`config.mk`:
```
export PLATFORM = sky130hd
export DESIGN_NAME = lpm_place
export DESIGN_NICKNAME = d
export VERILOG_FILES = /design/src/hw/rtl/log_polar_coordinate_map_unit_defines.svh /design/src/hw/rtl/lpm_pkg.sv /design/src/hw/rtl/lpm_place.sv
export SDC_FILE = /design/constraint.sdc
export NUM_CORES = 2
export LEC_CHECK = 0
export BUFFER_PORTS_ARGS = -buffer_cell sky130_fd_sc_hd__buf_2
export CAP_MARGIN = 20
export CELL_PAD_IN_SITES_DETAIL_PLACEMENT = 0
export CELL_PAD_IN_SITES_GLOBAL_PLACEMENT = 2
export CORE_AREA = 2 2 388 582
export DETAILED_ROUTE_END_ITERATION = 10
export DIE_AREA = 0 0 390 584
export GPL_TIMING_DRIVEN = 0
export PLACE_DENSITY_LB_ADDON = 0.1
export SLEW_MARGIN = 20
export SYNTH_ARGS = -nofsm -noshare
export SYNTH_HDL_FRONTEND = slang
export SYNTH_SLANG_ARGS = --single-unit
export TNS_END_PERCENT = 10
```
`constraint.sdc`:
```
create_clock -name clk -period 6.9 [get_ports clk]
set_input_delay 0.345 -clock clk [delete_from_list [all_inputs] [get_ports clk]]
set_output_delay 0.345 -clock clk [all_outputs]
set_load 0.01 [all_outputs]
```
`src/hw/rtl/log_polar_coordinate_map_unit_defines.svh`:
```
// Assertion helpers for the log-polar coordinate map.
// Both expect clk and rst_n in the scope where they are used.
`ifndef LOG_POLAR_COORDINATE_MAP_UNIT_DEFINES_SVH
`define LOG_POLAR_COORDINATE_MAP_UNIT_DEFINES_SVH

// Consequent must hold in the same cycle as the antecedent.
`define LPM_ASSERT_IMP(label, ante, cons, msg) \
  label: assert property (@(posedge clk) disable iff (!rst_n) (ante) |-> (cons)) \
    else $error(msg);

// Consequent must hold in the cycle after the antecedent.
`define LPM_ASSERT_NXT(label, ante, cons, msg) \
  label: assert property (@(posedge clk) disable iff (!rst_n) (ante) |=> (cons)) \
    else $error(msg);

`endif

```
`src/hw/rtl/lpm_pkg.sv`:
```
package lpm_pkg;

  localparam int FRAC_BITS    = 16;
  localparam int SINE_ENTRIES = 1024;
  localparam int SINE_W       = FRAC_BITS + 1;
  localparam int IDX_W        = $clog2(SINE_ENTRIES + 1);
  localparam int RING_W       = 11;
  localparam int ANGLE_W      = 12;
  localparam int STEP_W       = 16;
  localparam int DIM_W        = 13;
  localparam int BASE_W       = 27;
  localparam int CFG_DATA_W   = 27;
  localparam int CFG_IDX_W    = 3;
  localparam int COORD_OUT_W  = 12;
  localparam int ADDR_W       = 24;
  // Radius is Q.F and saturates at 16384.0, so it needs 14 + F + 1 bits.
  localparam int RAD_W        = 14 + FRAC_BITS + 1;
  localparam int EXP_W        = RING_W;
  localparam int POW_STAGES   = EXP_W;
  localparam int PROD_W       = RAD_W + SINE_W;
  localparam int COORD_W      = 18;

  localparam logic [RAD_W-1:0] RAD_CAP = {1'b1, {(RAD_W-1){1'b0}}};
  localparam logic [RAD_W-1:0] ONE_Q   = RAD_W'(1) << FRAC_BITS;
  localparam logic [63:0] HALF_PI_Q30  = 64'd1686629713;

  typedef enum logic [CFG_IDX_W-1:0] {
    CFG_INPUT_WIDTH  = 3'd0,
    CFG_INPUT_HEIGHT = 3'd1,
    CFG_FOVEA_RADIUS = 3'd2,
    CFG_EXP_BASE     = 3'd3,
    CFG_ANGLE_STEP   = 3'd4
  } cfg_reg_t;

  typedef struct packed {
    logic [DIM_W-1:0]  input_width;
    logic [DIM_W-1:0]  input_height;
    logic [RING_W-1:0] fovea_radius;
    logic [BASE_W-1:0] exp_base;
    logic [STEP_W-1:0] angle_step;
  } cfg_t;

  typedef struct packed {
    logic              neg;
    logic [IDX_W-1:0]  idx;
  } trig_idx_t;

  typedef struct packed {
    logic              linear;
    logic [RING_W-1:0] ring;
    logic [SINE_W-1:0] sin_mag;
    logic              sin_neg;
    logic [SINE_W-1:0] cos_mag;
    logic              cos_neg;
  } side_t;

  typedef struct packed {
    logic [RAD_W-1:0] acc;
    logic [RAD_W-1:0] base;
    logic [EXP_W-1:0] e;
  } pow_t;

  typedef struct packed {
    logic [COORD_OUT_W-1:0] x_coord;
    logic [COORD_OUT_W-1:0] y_coord;
    logic [ADDR_W-1:0]      pixel_address;
    logic                   out_of_range;
  } result_t;

  typedef logic [SINE_W-1:0] sine_rom_t [SINE_ENTRIES+1];

  // Rounded Q.F product, saturating at the radius cap.
  function automatic logic [RAD_W-1:0] qmul(input logic [RAD_W-1:0] a,
                                            input logic [RAD_W-1:0] b);
    logic [2*RAD_W-1:0] p;
    logic [2*RAD_W-1:0] r;
    logic [RAD_W-1:0]   res;
    p = (2*RAD_W)'(a) * (2*RAD_W)'(b);
    r = (p + ((2*RAD_W)'(1) << (FRAC_BITS - 1))) >> FRAC_BITS;
    if (p > ((2*RAD_W)'(1) << (14 + 2*FRAC_BITS))) begin
      res = RAD_CAP;
    end else if (r > (2*RAD_W)'(RAD_CAP)) begin
      res = RAD_CAP;
    end else begin
      res = RAD_W'(r);
    end
    return res;
  endfunction

  // Table entry and sign for a 16-bit phase, quarter-wave folded.
  function automatic trig_idx_t sine_index(input logic [15:0] phase);
    logic [31:0] raw;
    trig_idx_t   res;
    raw = (32'(phase[13:0]) * 32'(SINE_ENTRIES) + 32'd8192) >> 14;
    if (raw > 32'(SINE_ENTRIES)) begin
      raw = 32'(SINE_ENTRIES);
    end
    res.idx = IDX_W'(raw);
    if (phase[14]) begin
      res.idx = IDX_W'(SINE_ENTRIES) - res.idx;
    end
    res.neg = phase[15];
    return res;
  endfunction

  // centre +/- p in Q.2F, rounded half away from zero.
  function automatic logic signed [COORD_W-1:0] place_coord(
      input logic [COORD_OUT_W-1:0] centre,
      input logic [PROD_W-1:0]      p,
      input logic                   neg);
    logic [PROD_W+1:0]           c;
    logic [PROD_W+1:0]           pw;
    logic [PROD_W+1:0]           half;
    logic [PROD_W+1:0]           mag;
    logic signed [COORD_W-1:0]   res;
    c    = (PROD_W+2)'(centre) << (2*FRAC_BITS);
    pw   = (PROD_W+2)'(p);
    half = (PROD_W+2)'(1) << (2*FRAC_BITS - 1);
    if (!neg) begin
      mag = (c + pw + half) >> (2*FRAC_BITS);
      res = COORD_W'(mag);
    end else if (c >= pw) begin
      mag = (c - pw + half) >> (2*FRAC_BITS);
      res = COORD_W'(mag);
    end else begin
      mag = (pw - c + half) >> (2*FRAC_BITS);
      res = -COORD_W'(mag);
    end
    return res;
  endfunction

  function automatic logic [63:0] taylor_div(input logic [63:0] t, input int k);
    logic [63:0] res;
    unique case (k)
      1:       res = (t + 64'd3) / 64'd6;
      2:       res = (t + 64'd10) / 64'd20;
      3:       res = (t + 64'd21) / 64'd42;
      4:       res = (t + 64'd36) / 64'd72;
      5:       res = (t + 64'd55) / 64'd110;
      6:       res = (t + 64'd78) / 64'd156;
      7:       res = (t + 64'd105) / 64'd210;
      8:       res = (t + 64'd136) / 64'd272;
      default: res = t;
    endcase
    return res;
  endfunction

  // Quarter-wave sine table, Q30 Taylor series to x^17, rounded to Q.F.
  function automatic sine_rom_t build_sine_rom();
    sine_rom_t   rom;
    logic [63:0] x;
    logic [63:0] x2;
    logic [63:0] t;
    longint      s;
    for (int i = 0; i <= SINE_ENTRIES; i++) begin
      x  = (HALF_PI_Q30 * 64'(i) + 64'(SINE_ENTRIES / 2)) / SINE_ENTRIES;
      x2 = (x * x + (64'd1 << 29)) >> 30;
      t  = x;
      s  = longint'(x);
      for (int k = 1; k <= 8; k++) begin
        t = (t * x2 + (64'd1 << 29)) >> 30;
        t = taylor_div(t, k);
        if ((k & 1) != 0) begin
          s = s - longint'(t);
        end else begin
          s = s + longint'(t);
        end
      end
      if (s < 0) begin
        s = 0;
      end
      rom[i] = SINE_W'((64'(s) + (64'd1 << (29 - FRAC_BITS))) >> (30 - FRAC_BITS));
    end
    return rom;
  endfunction

endpackage

```
`src/hw/rtl/lpm_place.sv`:
```
module lpm_place
  import lpm_pkg::*;
(
  input  logic    clk,
  input  logic    rst_n,
  input  logic    en,
  input  logic    in_valid,
  input  side_t   in_side,
  input  pow_t    in_pow,
  input  cfg_t    cfg,
  output logic    out_valid,
  output result_t out_result
);

  logic [RAD_W:0]   outer_sum;
  logic [RAD_W-1:0] rad_nxt;
  logic             x_in;
  logic             y_in;

  logic [3:0]       valid_r;
  logic [RAD_W-1:0] rad_r;
  side_t            side_r;
  logic [PROD_W-1:0] prod_x_r;
  logic [PROD_W-1:0] prod_y_r;
  logic             cos_neg_r;
  logic             sin_neg_r;
  logic signed [COORD_W-1:0] x_r;
  logic signed [COORD_W-1:0] y_r;
  result_t          result_r;

  always_comb begin
    outer_sum = (RAD_W+1)'({cfg.fovea_radius, {FRAC_BITS{1'b0}}}) + (RAD_W+1)'(in_pow.acc);
    if (in_side.linear) begin
      rad_nxt = RAD_W'({in_side.ring, {FRAC_BITS{1'b0}}});
    end else if (outer_sum > (RAD_W+1)'(RAD_CAP)) begin
      rad_nxt = RAD_CAP;
    end else begin
      rad_nxt = RAD_W'(outer_sum);
    end
  end

  always_comb begin
    x_in = !x_r[COORD_W-1] && (x_r[COORD_W-2:0] < (COORD_W-1)'(cfg.input_width));
    y_in = !y_r[COORD_W-1] && (y_r[COORD_W-2:0] < (COORD_W-1)'(cfg.input_height));
  end

  always_ff @(posedge clk) begin
    if (!rst_n) begin
      valid_r <= '0;
    end else if (en) begin
      valid_r <= {valid_r[2:0], in_valid};
    end
  end

  always_ff @(posedge clk) begin
    if (en) begin
      rad_r  <= rad_nxt;
      side_r <= in_side;

      prod_x_r  <= PROD_W'(rad_r) * PROD_W'(side_r.cos_mag);
      prod_y_r  <= PROD_W'(rad_r) * PROD_W'(side_r.sin_mag);
      cos_neg_r <= side_r.cos_neg;
      sin_neg_r <= side_r.sin_neg;

      x_r <= place_coord(cfg.input_width[DIM_W-1:1], prod_x_r, cos_neg_r);
      y_r <= place_coord(cfg.input_height[DIM_W-1:1], prod_y_r, sin_neg_r);

      if (x_in && y_in) begin
        result_r.x_coord       <= x_r[COORD_OUT_W-1:0];
        result_r.y_coord       <= y_r[COORD_OUT_W-1:0];
        result_r.pixel_address <= ADDR_W'((2*DIM_W)'(y_r[DIM_W-1:0])
                                  * (2*DIM_W)'(cfg.input_width)
                                  + (2*DIM_W)'(x_r[DIM_W-1:0]));
        result_r.out_of_range  <= 1'b0;
      end else begin
        result_r.x_coord       <= '0;
        result_r.y_coord       <= '0;
        result_r.pixel_address <= '0;
        result_r.out_of_range  <= 1'b1;
      end
    end
  end

  assign out_valid  = valid_r[3];
  assign out_result = result_r;

endmodule

```
==> impl_metrics.py <==
metrics = {
    "synthesis": {
        "synth_edf_count": 250,
        "synth_area_um2": 55310,
        "postSynth.asyncResetShare": 0,
        "synth_cells": 6082,
        "yosysWarnings": 0,
        "ys.flop_type": "edfxtp_1",
        "synthesis.nets": 7725,
        "ys_ff_latch": 254,
        "yosysSeqAreaShare": 0.1372,
        "avgSynthCellArea_um2": 9.094,
        "ys_types": 113,
    },
    "setup_path": {
        "path_cells": "clkbuf_4 > nand2_1 > fa_1 > inv_1 > fa_1 > fa_1 > fa_1 > fa_1 > inv_1 > fa_1 > inv_1 > ha_1 > and3_4 > nand2_1 > or3_4 > o21ai_4 > a31o_4 > a311o_1 > a41oi_2 > o21ba_2 > xnor2_1",
        "cpPeakStageDelay_ns": 0.59,
        "r2r_slack_ns": -0.06,
        "reg2reg_from": "side_r[30]",
        "worst_setup_path_start_kind": "register",
        "cpLargestDelayFamily": "adder cells",
        "crit_top_cell": "fa_1",
        "path_class": "reg2reg",
        "cp_max_fo": 10,
        "cp-end-kind": "register",
        "critPathBufInv": 4,
        "cp_data_required_time_ns": 7.28,
        "rr_worst_depth": 21,
        "cp_slowest_cell": "fa_1",
        "r2r_end": "prod_y_r[44]",
        "worst_ep_arrival_time_ns": 7.34,
    },
    "global_route": {
        "overflow": 0,
        "grt_max_degree": 79,
        "grt_usage": 0.2069,
        "grt_pass1_vias": 47740,
        "antenna_found_initial": 11,
        "grt_pass1_wl_um": 338000,
    },
    "worst_hold_path": {
        "hold_end": "prod_y_r[16]",
        "min_path_type": "in2reg",
        "worstHoldPathCells": 1,
        "min_from": "en",
    },
    "floorplan": {
        "dieWidth_um": 390,
        "start_util": 0.2488,
        "rows": 212,
        "io_pins": 255,
        "die-area_um2": 227800,
        "dieHeight_um": 584,
        "core_um2": 222300,
    },
    "drt": {
        "vias": 42780,
        "firstDrtPassIters": 5,
        "wl_per_cell_um": 24.63,
        "drtAntennaViolNets": 0,
        "wl_um": 233200,
        "via_per_inst": 4.518,
        "drtIter0Drc": 2068,
        "drc": 0,
    },
    "finish": {
        "drive_above_1_share": 0.1306,
        "fin_util": 0.2974,
        "layout_common_cells": "inv_1, fa_1, nand2_1",
        "multi_input_area_um2": 42560,
        "seqCellArea_um2": 7587,
        "final_common_cell": "inv_1",
        "fin_nets": 8190,
        "area_growth_pct": 19.51,
        "instances_no_fill": 9470,
        "n_fill_cell": 23850,
    },
    "sta": {
        "relSlewSlack": 0.2982,
        "min_period_over_period": 1.009,
        "rsz0062_at_grt": "yes",
        "finalSetupTns_ns": -0.1129,
        "layout_setup_ws_ns": -0.06374,
        "finalMaxSlewViolations": 0,
        "fmax_ghz": 0.1436,
        "hold_viol_final": 0,
        "fin_worst_skew_ns": 0.03453,
        "tightest_slew_ns": 1.053,
        "setup_viol": 3,
        "layout_min_cycle_time_ns": 6.964,
    },
    "outcome": {
        "violations": "negative setup slack",
        "status": "complete, but fails checks",
    },
    "placed_design": {
        "gp_congestion": 0.8590,
        "dp.cells": 9146,
        "port-buffer-count": 168,
        "place_hpwl_um": 193200,
    },
    "cts": {
        "htree_levels": 2,
        "clkTransAtPathRegs_ns": 0.07,
        "cts-root-buf": "clkbuf_16",
        "cts_buffer_depth": 3,
        "cts_buffers": 38,
        "clkSinkCount": 254,
        "tritoncts": "built",
        "clock_latency_ns": 0.66,
    },
    "run": {
        "maxCapViolations": 0,
    },
}
cell families (layout without fill, tap and decap cells):
kind of cell | after synthesis | after routing | synth area share
multiplexers | 16 | 16 | 0.002895
AND/OR/NAND/NOR | 1889 | 1889 | 0.1687
flip-flops | 254 | 254 | 0.1372
XOR/XNOR | 256 | 256 | 0.04067
AO/OA/AOI/OAI | 643 | 643 | 0.08078
other | 0 | 5 | 0
adder cells (fa/ha/maj) | 1438 | 1438 | 0.4613
buffers and inverters | 1586 | 2080 | 0.1085
layout make-up:
cell class	instances	area share
multi-input cells	4242	0.6438
flip-flops and latches	254	0.1148
inverters	1309	0.07433
well taps	2889	0.05468
repair buffers	430	0.05220
plain buffers	272	0.04011
clock buffers	41	0.01518
clock inverters	28	0.004694
diodes	5	0.0001893
registers in the layout (all words and copies together), names as in the netlist, 4 cells and up:
name and flops:
valid_r 4, out_result 49, prod_x_r 48, prod_y_r 48, rad_r 31, y_r 18
x_r 18, side_r 36
worst reg2reg max path, stage by stage, from the launching register on:
cell and delay (ns):
edfxtp_1 0.50, clkbuf_4 0.34, nand2_1 0.11, fa_1 0.54
inv_1 0.07, fa_1 0.51, fa_1 0.56, fa_1 0.59
fa_1 0.52, inv_1 0.05, fa_1 0.48, inv_1 0.04
ha_1 0.35, and3_4 0.23, nand2_1 0.11, or3_4 0.40
o21ai_4 0.30, a31o_4 0.24, a311o_1 0.27, a41oi_2 0.15
o21ba_2 0.23, xnor2_1 0.12
timing repair:
item	in CTS	in global routing
hold buffers	62	0
pin swaps	85	59
hold endpoints to repair	63	0
buffers inserted	178	10
cloned	4	0
endpoints found under the setup margin	68	33
gates resized for setup	600	70
cells in the mapped netlist, drive strengths merged (48+ instances only):
cell	number	share of area
inv	1307	0.089
fa	1002	0.36
nand2	862	0.058
and2	530	0.060
ha	436	0.099
clkbuf	252	0.017
edfxtp	250	0.14
xnor2	192	0.031
a21oi	180	0.017
nor2	167	0.011
o21ai	91	0.0083
a21o	83	0.011
xor2	64	0.010
nor3	60	0.0059
nand3	48	0.0044
through the flow:
| step | worst slack (ns) | instance area, um^2 | hold slack (ns) |
|---|---|---|---|
| finish | -0.06374 | 66100 | 0.06905 |
| CTS | -0.06727 | 65850 | 0.02130 |
| global placement | -3.058 | 59770 | 0.4100 |
| floorplan | 0.2969 | 55310 | 0.4003 |
| global route | -0.2502 | 66100 | 0.05023 |
| detailed placement | -2.789 | 59950 | 0.4108 |
routing by layer:
layer  part of all wire  global-route usage  vias up
met4              0.040             0.07164        4
met3              0.021             0.01468      229
met5            0.00012                   0        -
li1                   -                   -    19700
met1               0.37              0.2202    22180
met2               0.57              0.4192      675
worst max path at each step:
stage,slack [ns],cells past startpoint,startpoint,end
2_1_floorplan,0.30,22,y_r[8],out_result[24]
3_3_place_gp,-3.06,23,rad_r[0],prod_x_r[43]
3_5_place_dp,-2.79,23,rad_r[2],prod_x_r[43]
4_1_cts,-0.07,28,side_r[8],prod_x_r[44]
5_1_grt,-0.25,24,rad_r[26],prod_y_r[47]
6_report,-0.06,21,side_r[30],prod_y_r[44]
Power is left out: the tool's default activity adds up to more than one toggle a clock period on the data nets, which glitch-free logic cannot reach.
