`src/hw/rtl/log_polar_coordinate_map_unit_defines.svh`:
```
// Assertion helpers for the log-polar coordinate map.
// Both expect clk and rst_n in the scope where they are used.
`ifndef LOG_POLAR_COORDINATE_MAP_UNIT_DEFINES_SVH
`define LOG_POLAR_COORDINATE_MAP_UNIT_DEFINES_SVH

// Consequent must hold in the same cycle as the antecedent.
`define LPM_ASSERT_IMP(label, ante, cons, msg) \
  label: assert property (@(posedge clk) disable iff (!rst_n) (ante) |-> (cons)) \
    else $error(msg);

// Consequent must hold in the cycle after the antecedent.
`define LPM_ASSERT_NXT(label, ante, cons, msg) \
  label: assert property (@(posedge clk) disable iff (!rst_n) (ante) |=> (cons)) \
    else $error(msg);

`endif

```
`src/hw/rtl/lpm_pkg.sv`:
```
package lpm_pkg;

  localparam int FRAC_BITS    = 16;
  localparam int SINE_ENTRIES = 1024;
  localparam int SINE_W       = FRAC_BITS + 1;
  localparam int IDX_W        = $clog2(SINE_ENTRIES + 1);
  localparam int RING_W       = 11;
  localparam int ANGLE_W      = 12;
  localparam int STEP_W       = 16;
  localparam int DIM_W        = 13;
  localparam int BASE_W       = 27;
  localparam int CFG_DATA_W   = 27;
  localparam int CFG_IDX_W    = 3;
  localparam int COORD_OUT_W  = 12;
  localparam int ADDR_W       = 24;
  // Radius is Q.F and saturates at 16384.0, so it needs 14 + F + 1 bits.
  localparam int RAD_W        = 14 + FRAC_BITS + 1;
  localparam int EXP_W        = RING_W;
  localparam int POW_STAGES   = EXP_W;
  localparam int PROD_W       = RAD_W + SINE_W;
  localparam int COORD_W      = 18;

  localparam logic [RAD_W-1:0] RAD_CAP = {1'b1, {(RAD_W-1){1'b0}}};
  localparam logic [RAD_W-1:0] ONE_Q   = RAD_W'(1) << FRAC_BITS;
  localparam logic [63:0] HALF_PI_Q30  = 64'd1686629713;

  typedef enum logic [CFG_IDX_W-1:0] {
    CFG_INPUT_WIDTH  = 3'd0,
    CFG_INPUT_HEIGHT = 3'd1,
    CFG_FOVEA_RADIUS = 3'd2,
    CFG_EXP_BASE     = 3'd3,
    CFG_ANGLE_STEP   = 3'd4
  } cfg_reg_t;

  typedef struct packed {
    logic [DIM_W-1:0]  input_width;
    logic [DIM_W-1:0]  input_height;
    logic [RING_W-1:0] fovea_radius;
    logic [BASE_W-1:0] exp_base;
    logic [STEP_W-1:0] angle_step;
  } cfg_t;

  typedef struct packed {
    logic              neg;
    logic [IDX_W-1:0]  idx;
  } trig_idx_t;

  typedef struct packed {
    logic              linear;
    logic [RING_W-1:0] ring;
    logic [SINE_W-1:0] sin_mag;
    logic              sin_neg;
    logic [SINE_W-1:0] cos_mag;
    logic              cos_neg;
  } side_t;

  typedef struct packed {
    logic [RAD_W-1:0] acc;
    logic [RAD_W-1:0] base;
    logic [EXP_W-1:0] e;
  } pow_t;

  typedef struct packed {
    logic [COORD_OUT_W-1:0] x_coord;
    logic [COORD_OUT_W-1:0] y_coord;
    logic [ADDR_W-1:0]      pixel_address;
    logic                   out_of_range;
  } result_t;

  typedef logic [SINE_W-1:0] sine_rom_t [SINE_ENTRIES+1];

  // Rounded Q.F product, saturating at the radius cap.
  function automatic logic [RAD_W-1:0] qmul(input logic [RAD_W-1:0] a,
                                            input logic [RAD_W-1:0] b);
    logic [2*RAD_W-1:0] p;
    logic [2*RAD_W-1:0] r;
    logic [RAD_W-1:0]   res;
    p = (2*RAD_W)'(a) * (2*RAD_W)'(b);
    r = (p + ((2*RAD_W)'(1) << (FRAC_BITS - 1))) >> FRAC_BITS;
    if (p > ((2*RAD_W)'(1) << (14 + 2*FRAC_BITS))) begin
      res = RAD_CAP;
    end else if (r > (2*RAD_W)'(RAD_CAP)) begin
      res = RAD_CAP;
    end else begin
      res = RAD_W'(r);
    end
    return res;
  endfunction

  // Table entry and sign for a 16-bit phase, quarter-wave folded.
  function automatic trig_idx_t sine_index(input logic [15:0] phase);
    logic [31:0] raw;
    trig_idx_t   res;
    raw = (32'(phase[13:0]) * 32'(SINE_ENTRIES) + 32'd8192) >> 14;
    if (raw > 32'(SINE_ENTRIES)) begin
      raw = 32'(SINE_ENTRIES);
    end
    res.idx = IDX_W'(raw);
    if (phase[14]) begin
      res.idx = IDX_W'(SINE_ENTRIES) - res.idx;
    end
    res.neg = phase[15];
    return res;
  endfunction

  // centre +/- p in Q.2F, rounded half away from zero.
  function automatic logic signed [COORD_W-1:0] place_coord(
      input logic [COORD_OUT_W-1:0] centre,
      input logic [PROD_W-1:0]      p,
      input logic                   neg);
    logic [PROD_W+1:0]           c;
    logic [PROD_W+1:0]           pw;
    logic [PROD_W+1:0]           half;
    logic [PROD_W+1:0]           mag;
    logic signed [COORD_W-1:0]   res;
    c    = (PROD_W+2)'(centre) << (2*FRAC_BITS);
    pw   = (PROD_W+2)'(p);
    half = (PROD_W+2)'(1) << (2*FRAC_BITS - 1);
    if (!neg) begin
      mag = (c + pw + half) >> (2*FRAC_BITS);
      res = COORD_W'(mag);
    end else if (c >= pw) begin
      mag = (c - pw + half) >> (2*FRAC_BITS);
      res = COORD_W'(mag);
    end else begin
      mag = (pw - c + half) >> (2*FRAC_BITS);
      res = -COORD_W'(mag);
    end
    return res;
  endfunction

  function automatic logic [63:0] taylor_div(input logic [63:0] t, input int k);
    logic [63:0] res;
    unique case (k)
      1:       res = (t + 64'd3) / 64'd6;
      2:       res = (t + 64'd10) / 64'd20;
      3:       res = (t + 64'd21) / 64'd42;
      4:       res = (t + 64'd36) / 64'd72;
      5:       res = (t + 64'd55) / 64'd110;
      6:       res = (t + 64'd78) / 64'd156;
      7:       res = (t + 64'd105) / 64'd210;
      8:       res = (t + 64'd136) / 64'd272;
      default: res = t;
    endcase
    return res;
  endfunction

  // Quarter-wave sine table, Q30 Taylor series to x^17, rounded to Q.F.
  function automatic sine_rom_t build_sine_rom();
    sine_rom_t   rom;
    logic [63:0] x;
    logic [63:0] x2;
    logic [63:0] t;
    longint      s;
    for (int i = 0; i <= SINE_ENTRIES; i++) begin
      x  = (HALF_PI_Q30 * 64'(i) + 64'(SINE_ENTRIES / 2)) / SINE_ENTRIES;
      x2 = (x * x + (64'd1 << 29)) >> 30;
      t  = x;
      s  = longint'(x);
      for (int k = 1; k <= 8; k++) begin
        t = (t * x2 + (64'd1 << 29)) >> 30;
        t = taylor_div(t, k);
        if ((k & 1) != 0) begin
          s = s - longint'(t);
        end else begin
          s = s + longint'(t);
        end
      end
      if (s < 0) begin
        s = 0;
      end
      rom[i] = SINE_W'((64'(s) + (64'd1 << (29 - FRAC_BITS))) >> (30 - FRAC_BITS));
    end
    return rom;
  endfunction

endpackage

```
`src/hw/rtl/lpm_out_buf.sv`:
```
module lpm_out_buf
  import lpm_pkg::*;
(
  input  logic    clk,
  input  logic    rst_n,
  input  logic    in_valid,
  input  result_t in_result,
  output logic    en,
  output logic    out_valid,
  input  logic    out_ready,
  output result_t out_result
);

  logic    out_valid_r;
  logic    skid_valid_r;
  result_t out_data_r;
  result_t skid_data_r;

  // The pipeline only freezes while the skid entry holds a request.
  assign en = !skid_valid_r;

  always_ff @(posedge clk) begin
    if (!rst_n) begin
      out_valid_r  <= 1'b0;
      skid_valid_r <= 1'b0;
    end else if (skid_valid_r) begin
      if (out_ready) begin
        skid_valid_r <= 1'b0;
      end
    end else if (in_valid) begin
      if (!out_valid_r || out_ready) begin
        out_valid_r <= 1'b1;
      end else begin
        skid_valid_r <= 1'b1;
      end
    end else if (out_ready) begin
      out_valid_r <= 1'b0;
    end
  end

  always_ff @(posedge clk) begin
    if (skid_valid_r) begin
      if (out_ready) begin
        out_data_r <= skid_data_r;
      end
    end else if (in_valid) begin
      if (!out_valid_r || out_ready) begin
        out_data_r <= in_result;
      end else begin
        skid_data_r <= in_result;
      end
    end
  end

  assign out_valid  = out_valid_r;
  assign out_result = out_data_r;

endmodule

```
`config.mk`:
```
export PLATFORM = sky130hd
export DESIGN_NAME = lpm_out_buf
export DESIGN_NICKNAME = d
export VERILOG_FILES = /design/src/hw/rtl/log_polar_coordinate_map_unit_defines.svh /design/src/hw/rtl/lpm_pkg.sv /design/src/hw/rtl/lpm_out_buf.sv
export SDC_FILE = /design/constraint.sdc
export NUM_CORES = 1
export LEC_CHECK = 0
export ABC_AREA = 1
export BUFFER_PORTS_ARGS = -buffer_cell sky130_fd_sc_hd__buf_4
export CORE_MARGIN = 2
export CORE_UTILIZATION = 36
export DETAILED_ROUTE_END_ITERATION = 10
export PLACE_DENSITY_LB_ADDON = 0.12
export SYNTH_ARGS = -nofsm -noshare
export SYNTH_HDL_FRONTEND = slang
export SYNTH_SLANG_ARGS = --single-unit
export TNS_END_PERCENT = 20
```
`constraint.sdc`:
```
create_clock -name clk -period 10.65 [get_ports clk]
set_input_delay 0 -clock clk [delete_from_list [all_inputs] [get_ports clk]]
set_output_delay 0 -clock clk [all_outputs]
set_load 0.03 [all_outputs]
```
==> summary.md, run 1 <==
| Metric | Value |
|---|---|
| Antenna violations before repair | `0` |
| CTS clk-pin slew, worst paths | `~80 ps` |
| Slowest CP cell | `dfxtp_2` |
| Worst slew pin tran | `1040 ps` |
| Area grow syn2layout | `41.0%` |
| LEAKAGE | `2.20 nW` |
| Max-cap check violation count | `0` |
| Clock Skew | `10.8 ps` |
| Vias in the first global route | `2452` |
| Fin util | `51.6%` |
| DP Wirelength | `4.47 mm` |
| Crit. End Element | `flip-flop` |
| Initial DRC count | `a little under 90` |
| PD cells | `148 nW/um^2` |
| Busiest grt layer | `met2` |
| Aggregate global-route resource usage | `13.6%` |
| Hold path cells | `5` |
| Starting Density | `a little over a third` |
| Post-Syn Area per Cell | `13.5 sq um` |
| Final min period | `around 2800 ps` |
| DRT Pass-1 Iters | `4` |
| Worst Setup Start Kind | `flip-flop` |
| Detailed-route via count | `2364` |
| Sequential fraction of the synthesis area | `80.0%` |
| CTS sink count | `100` |
| Arr. time, crit path | `2840 ps` |
| VDD IR max | `about 70 uV` |
| Root Buffer | `clkbuf_8` |
| Post-Synthesis Cell Area | `about 3700 sq um` |
| Cell Rows | `37` |
| Mapped Nets | `329` |
| Most common cell after layout, fill and taps aside | `nand2_1` |
| Most frequent cells in the layout | `152 x nand2_1, 104 x buf_4, 98 x edfxtp_1` |
| Hold buffer count at cts | `just over 50` |
| Min-Delay Path Class | `input pin to flip-flop` |
| Critical path, cell by cell | `inv_6 > o22ai_4 > buf_4` |
| Die Wd | `106 um` |
| R2r worst-path depth | `3` |
| Wire length per cell | `12.7 um` |
| CTS buffer count | `9` |
| Synth Register Bits | `100` |
| Vias per cell | `4.13` |
| Critical path peak fanout | `53` |
| Antenna diode count | `0` |
| Setup-failing EPs final | `0` |
| Share of post-route cells with drive strength above 1 | `between 20 and 30%` |
| Worst Path Class, Setup | `flip-flop to flip-flop` |
| Grt met3 use | `between 3 and 4%` |
| Pin count of the biggest net entering global routing | `54` |
| Core Box Area | `10200 sq um` |
| RSZ-0062 raised after global routing | `false` |
| Port Buffer Count | `103` |
| Slowest stage delay, CP | `1030 ps` |
| Status | `completed` |
| Fin crit share | `26.7%` |
| DRC | `0` |
| Final Max Tran Viols | `0` |
| Post-CTS Setup Repair Bufs | `0` |
| Final hold vios | `0` |
| GR Util met2 | `23.3%` |
| Setup TNS | `0 ps` |
| Required time worst endpoint | `10650 ps` |
| Yosys warns | `0` |
| Synthesized netlist cell count | `276` |
| Clock Path Buffers | `2` |
| Drt total wl | `7.24 mm` |
| CTS tree | `yes` |
| Met1 global-route usage | `16.7%` |
| Die height | `106 um` |
| Fmax | `352 MHz` |
| Max_slew headroom | `30.7%` |
| Layout Nets | `484` |
| # resized after CTS | `0` |
| Overflow after GRT | `0` |
| Unique masters post-synth | `12` |
| Post-DRT Antenna Nets | `0` |
| Die area | `around 11000 sq um` |
| Gp weighted congestion | `0.718` |
| First-pass GRT wire length | `11.7 mm` |
| Clock Latency Late Sink | `350 ps` |
| Io pins | `between 100 and 150` |
| # H-tree levels | `3` |
[per-stage QoR]
stage	instance area, sq um	setup slack (ps)	cells	hold slack (ps)	total power, W
after floorplan	3730	7180	276	97.6	0.000524
after global placement	4580	7770	505	191	0.000569
after detailed placement	4580	7740	505	191	0.000569
after CTS	5250	7720	572	11.7	0.000787
after global routing	5250	7490	572	34.1	0.000812
final	5250	7810	572	27.8	0.000777
[registers in the layout, summed over array words and instances, names as in the netlist]
register	count
out_valid	1
out_result	49
skid_valid_r	1
skid_data_r	49
[path summary, 6_finish.rpt]
check                           slack, ps            from              to
worst max-delay path                 7810    skid_valid_r  out_result[47]
worst min-delay path                   30        in_valid    skid_valid_r
worst max register to register       7810    skid_valid_r  out_result[47]
worst min register to register        520  skid_data_r[2]   out_result[2]
[final cells by class]
type / count / area, sq um
clock inverters: 6 / 31.3
well taps: 136 / 170
flip-flops and latches: 100 / 2980
clock buffers: 10 / 128
multi-input cells: 158 / 618
inverters: 7 / 31.3
fillers: 913 / 4930
repair buffers: 155 / 1290
[power breakdown]
part	leakage [nW]	total [W]	switching [W]	internal [W]
clock network	0.0748	0.000203	0.000121	0.0000824
logic	1.19	0.000109	0.0000610	0.0000484
registers	0.937	0.000464	0.00000776	0.000457
total	2.20	0.000777	0.000189	0.000587
[critical path: cells and delay by family, from the launching register on]
| kind | cells | cell delay (ps) |
|---|---|---|
| DFF | 1 | 1030 |
| AOI/OAI and AO/OA | 1 | 610 |
| buffers and inverters | 2 | 840 |
[synth_stat cells]
library cell  instances  area, sq um
nand3_1               1         5.00
edfxtp_1             98         2940
nand2_1             152          571
nand2_2               1         6.26
buf_4                 4         30.0
dfxtp_1               2         40.0
inv_6                 1         8.76
a21oi_2               1         8.76
buf_6                 7         78.8
nor2_1                2         7.51
o22ai_1               1         6.26
inv_1                 6         22.5
[cells by family (layout without fill, tap and decap cells)]
logic type | count (synthesis) | in the layout | share of synthesized area, %
buffers and inverters | 18 | 178 | 3.76
AO/OA/AOI/OAI | 2 | 2 | 0.403
flip-flops | 100 | 100 | 80.0
AND/OR/NAND/NOR | 156 | 156 | 15.8
[metal layers]
| layer | vias up | wire length (um) |
|---|---|---|
| met5 | - | 0 |
| met4 | 0 | 47 |
| met3 | 4 | 335 |
| met2 | 56 | 3710 |
| met1 | 1078 | 3150 |
| li1 | 1226 | - |
No activity file was read; power rests on OpenSTA's default activity.
==> inputs of run 2 (changes only) <==
==> constraint.sdc (replaced) <==
create_clock -name clk -period 2.9 [get_ports clk]
set_input_delay 0 -clock clk [delete_from_list [all_inputs] [get_ports clk]]
set_output_delay 0 -clock clk [all_outputs]
set_load 0.03 [all_outputs]
==> run 2 against run 1 <==
Effect of this change: hold slack improved by 39 ps; sequential cell count unchanged; total power increased to 4.1 times the previous value; clock power increased to 5.1 times the previous value; critical path type unchanged; die area unchanged; cell count increased by 0.70%; sequential power increased to 3.7 times the previous value.
==> summary.md, run 2 (synthesized netlist as in run 1, its figures left out) <==
| Metric | Value |
|---|---|
| Status | `completed` |
| Most frequent cells in the layout | `152 x nand2_1, 106 x buf_4, 98 x edfxtp_1` |
| Clock Skew | `just under 7 ps` |
| Most common cell after layout, fill and taps aside | `nand2_1` |
| DRT Pass-1 Iters | `5` |
| Met1 wire length | `3.56 mm` |
| Fin crit share | `between 60% and 70%` |
| CTS tree | `yes` |
| Core Box Area | `10200 sq um` |
| Fmax | `541 MHz` |
| VDD IR max | `286 uV` |
| Starting Density | `36.6%` |
| LEAKAGE | `2.26 nW` |
| Reg-to-reg slack, setup | `1050 ps` |
| Die area | `11200 sq um` |
| DP Wirelength | `roughly 4.8 mm` |
| Initial DRC count | `110` |
| CTS clk-pin slew, worst paths | `90 ps` |
| Arr. time, crit path | `about 1900 ps` |
| RSZ-0062 raised after global routing | `false` |
| Met3 WL post-DR | `399 um` |
| Setup WS pre-CTS | `1030 ps` |
| Final Max Tran Viols | `0` |
| Antenna diode count | `0` |
| PD cells | `586 nW/um^2` |
| Area grow syn2layout | `44.3%` |
| Psw | `0.000724 W` |
| Max_slew headroom | `64.9%` |
| Cell internal pwr | `0.00243 W` |
| CTS buffer count | `9` |
| Slowest stage delay, CP | `360 ps` |
| Vias in the first global route | `2439` |
| Comb pwr share | `13.2%` |
| Port Buffer Count | `103` |
| WHS | `approximately 67 ps` |
| Post-DRT Antenna Nets | `0` |
| Worst Setup Start Kind | `flip-flop` |
| Drt total wl | `7.61 mm` |
| Gp weighted congestion | `0.717` |
| Reg2reg start | `skid_valid_r` |
| Vias per cell | `4.22` |
| Post-CTS Setup Repair Bufs | `0` |
| Sink of the worst hold path | `out_valid` |
| Setup TNS | `0 ps` |
| Root Buffer | `clkbuf_8` |
| Aggregate global-route resource usage | `about 14%` |
| Setup-failing EPs final | `0` |
| Min-Delay Path Class | `input pin to flip-flop` |
| Clock Latency Late Sink | `350 ps` |
| Antenna violations before repair | `0` |
| Die height | `around 110 um` |
| Hold path cells | `5` |
| Worst setup margin | `1050 ps` |
| # H-tree levels | `3` |
| Final min period | `1850 ps` |
| Die Wd | `106 um` |
| Layout Nets | `488` |
| Overall power | `0.00315 W` |
| Crit. End Element | `flip-flop` |
| DRC | `0` |
| Clock Path Buffers | `2` |
| # resized after CTS | `0` |
| Io pins | `104` |
| Switching part of the total | `23.0%` |
| Register share of total power | `a little over half` |
| CTS sink count | `100` |
| R2r worst-path depth | `5` |
| Share of post-route cells with drive strength above 1 | `29.1%` |
| CP Launch Point | `skid_valid_r` |
| Cell Rows | `37` |
| Worst slew pin tran | `around 530 ps` |
| Slowest CP cell | `inv_2` |
| Worst R2R End | `skid_data_r[48]` |
| Overflow after GRT | `0` |
| Worst Path Class, Setup | `flip-flop to flip-flop` |
| Fillers | `913` |
| Min-delay src | `in_valid` |
| Critical path, cell by cell | `buf_4 > nor2_1 > nand2_1 > inv_2 > buf_12` |
| Met2 wire length | `between 3 and 4 mm` |
| First-pass GRT wire length | `12.0 mm` |
| Pin count of the biggest net entering global routing | `53` |
| Required time worst endpoint | `between 2000 and 3000 ps` |
| Critical path peak fanout | `52` |
| Wire length per cell | `about 13 um` |
| Top routing layer in use | `met4` |
| Clock power share | `32.9%` |
| Final hold vios | `0` |
| Detailed-route via count | `around 2400` |
| Max-cap check violation count | `0` |
-- run 2: cell types whose count changed in the layout (fill, tap and decap cells not counted), sizes merged --
cell / delta
clkinvlp: -1
dlygate4sd3: +1
bufinv: +3
clkbuf: -1
clkinv: -1
buf: +3
-- run 2: how the worst max path moves through the flow --
stage	slack (ps)	to	depth (start not counted)
finish	1050	skid_data_r[48]	5
detailed placement	1030	skid_data_r[4]	5
global route	930	skid_data_r[48]	5
floorplan	600	out_result[0]	4
global placement	1060	skid_data_r[4]	5
CTS	1020	skid_data_r[48]	5
-- run 2: metrics by stage --
step	area [sq um]	instances	util [%]
6_report	5380	576	52.8
3_5_place_dp	4620	508	45.4
5_1_grt	5380	576	52.8
4_1_cts	5380	576	52.8
3_3_place_gp	4620	508	45.4
2_1_floorplan	3730	276	-
-- run 2: cell type report --
class	instances	area (sq um)	share of cell area (%)
clock buffer	9	124	2.30
clock inverter	7	115	2.14
inverter	7	31.3	0.582
multi-input combinational	158	618	11.5
sequential	100	2980	55.5
tap	136	170	3.16
timing repair buffer	159	1340	24.8
-- run 2: what timing repair did --
item / CTS / global route
hold buffers: 52 / 0
endpoints found under the setup margin: 0 / 0
hold endpoints to repair: 100 / 0
-- run 2: power by group through the flow --
stage,Combinational [W],Clock (W),Sequential (W)
6_report,0.000417,0.00104,0.00170
2_1_floorplan,0.0000823,0,0.00184
5_1_grt,0.000450,0.00113,0.00170
3_3_place_gp,0.000364,0,0.00173
4_1_cts,0.000424,0.00107,0.00170
3_5_place_dp,0.000369,0,0.00173
-- run 2: per-layer routing --
metal,track usage (%),vias to the layer above
li1,-,1238
met1,19.0,1118
met2,22.3,67
met3,2.97,7
met4,6.48,0
met5,0,-
-- run 2: worst max-delay path, delay by kind of cell (launching register included) --
kind | cells | cell delay [ps]
buffers and inverters | 3 | 920
flip-flops | 1 | 350
AND/OR/NAND/NOR | 2 | 260
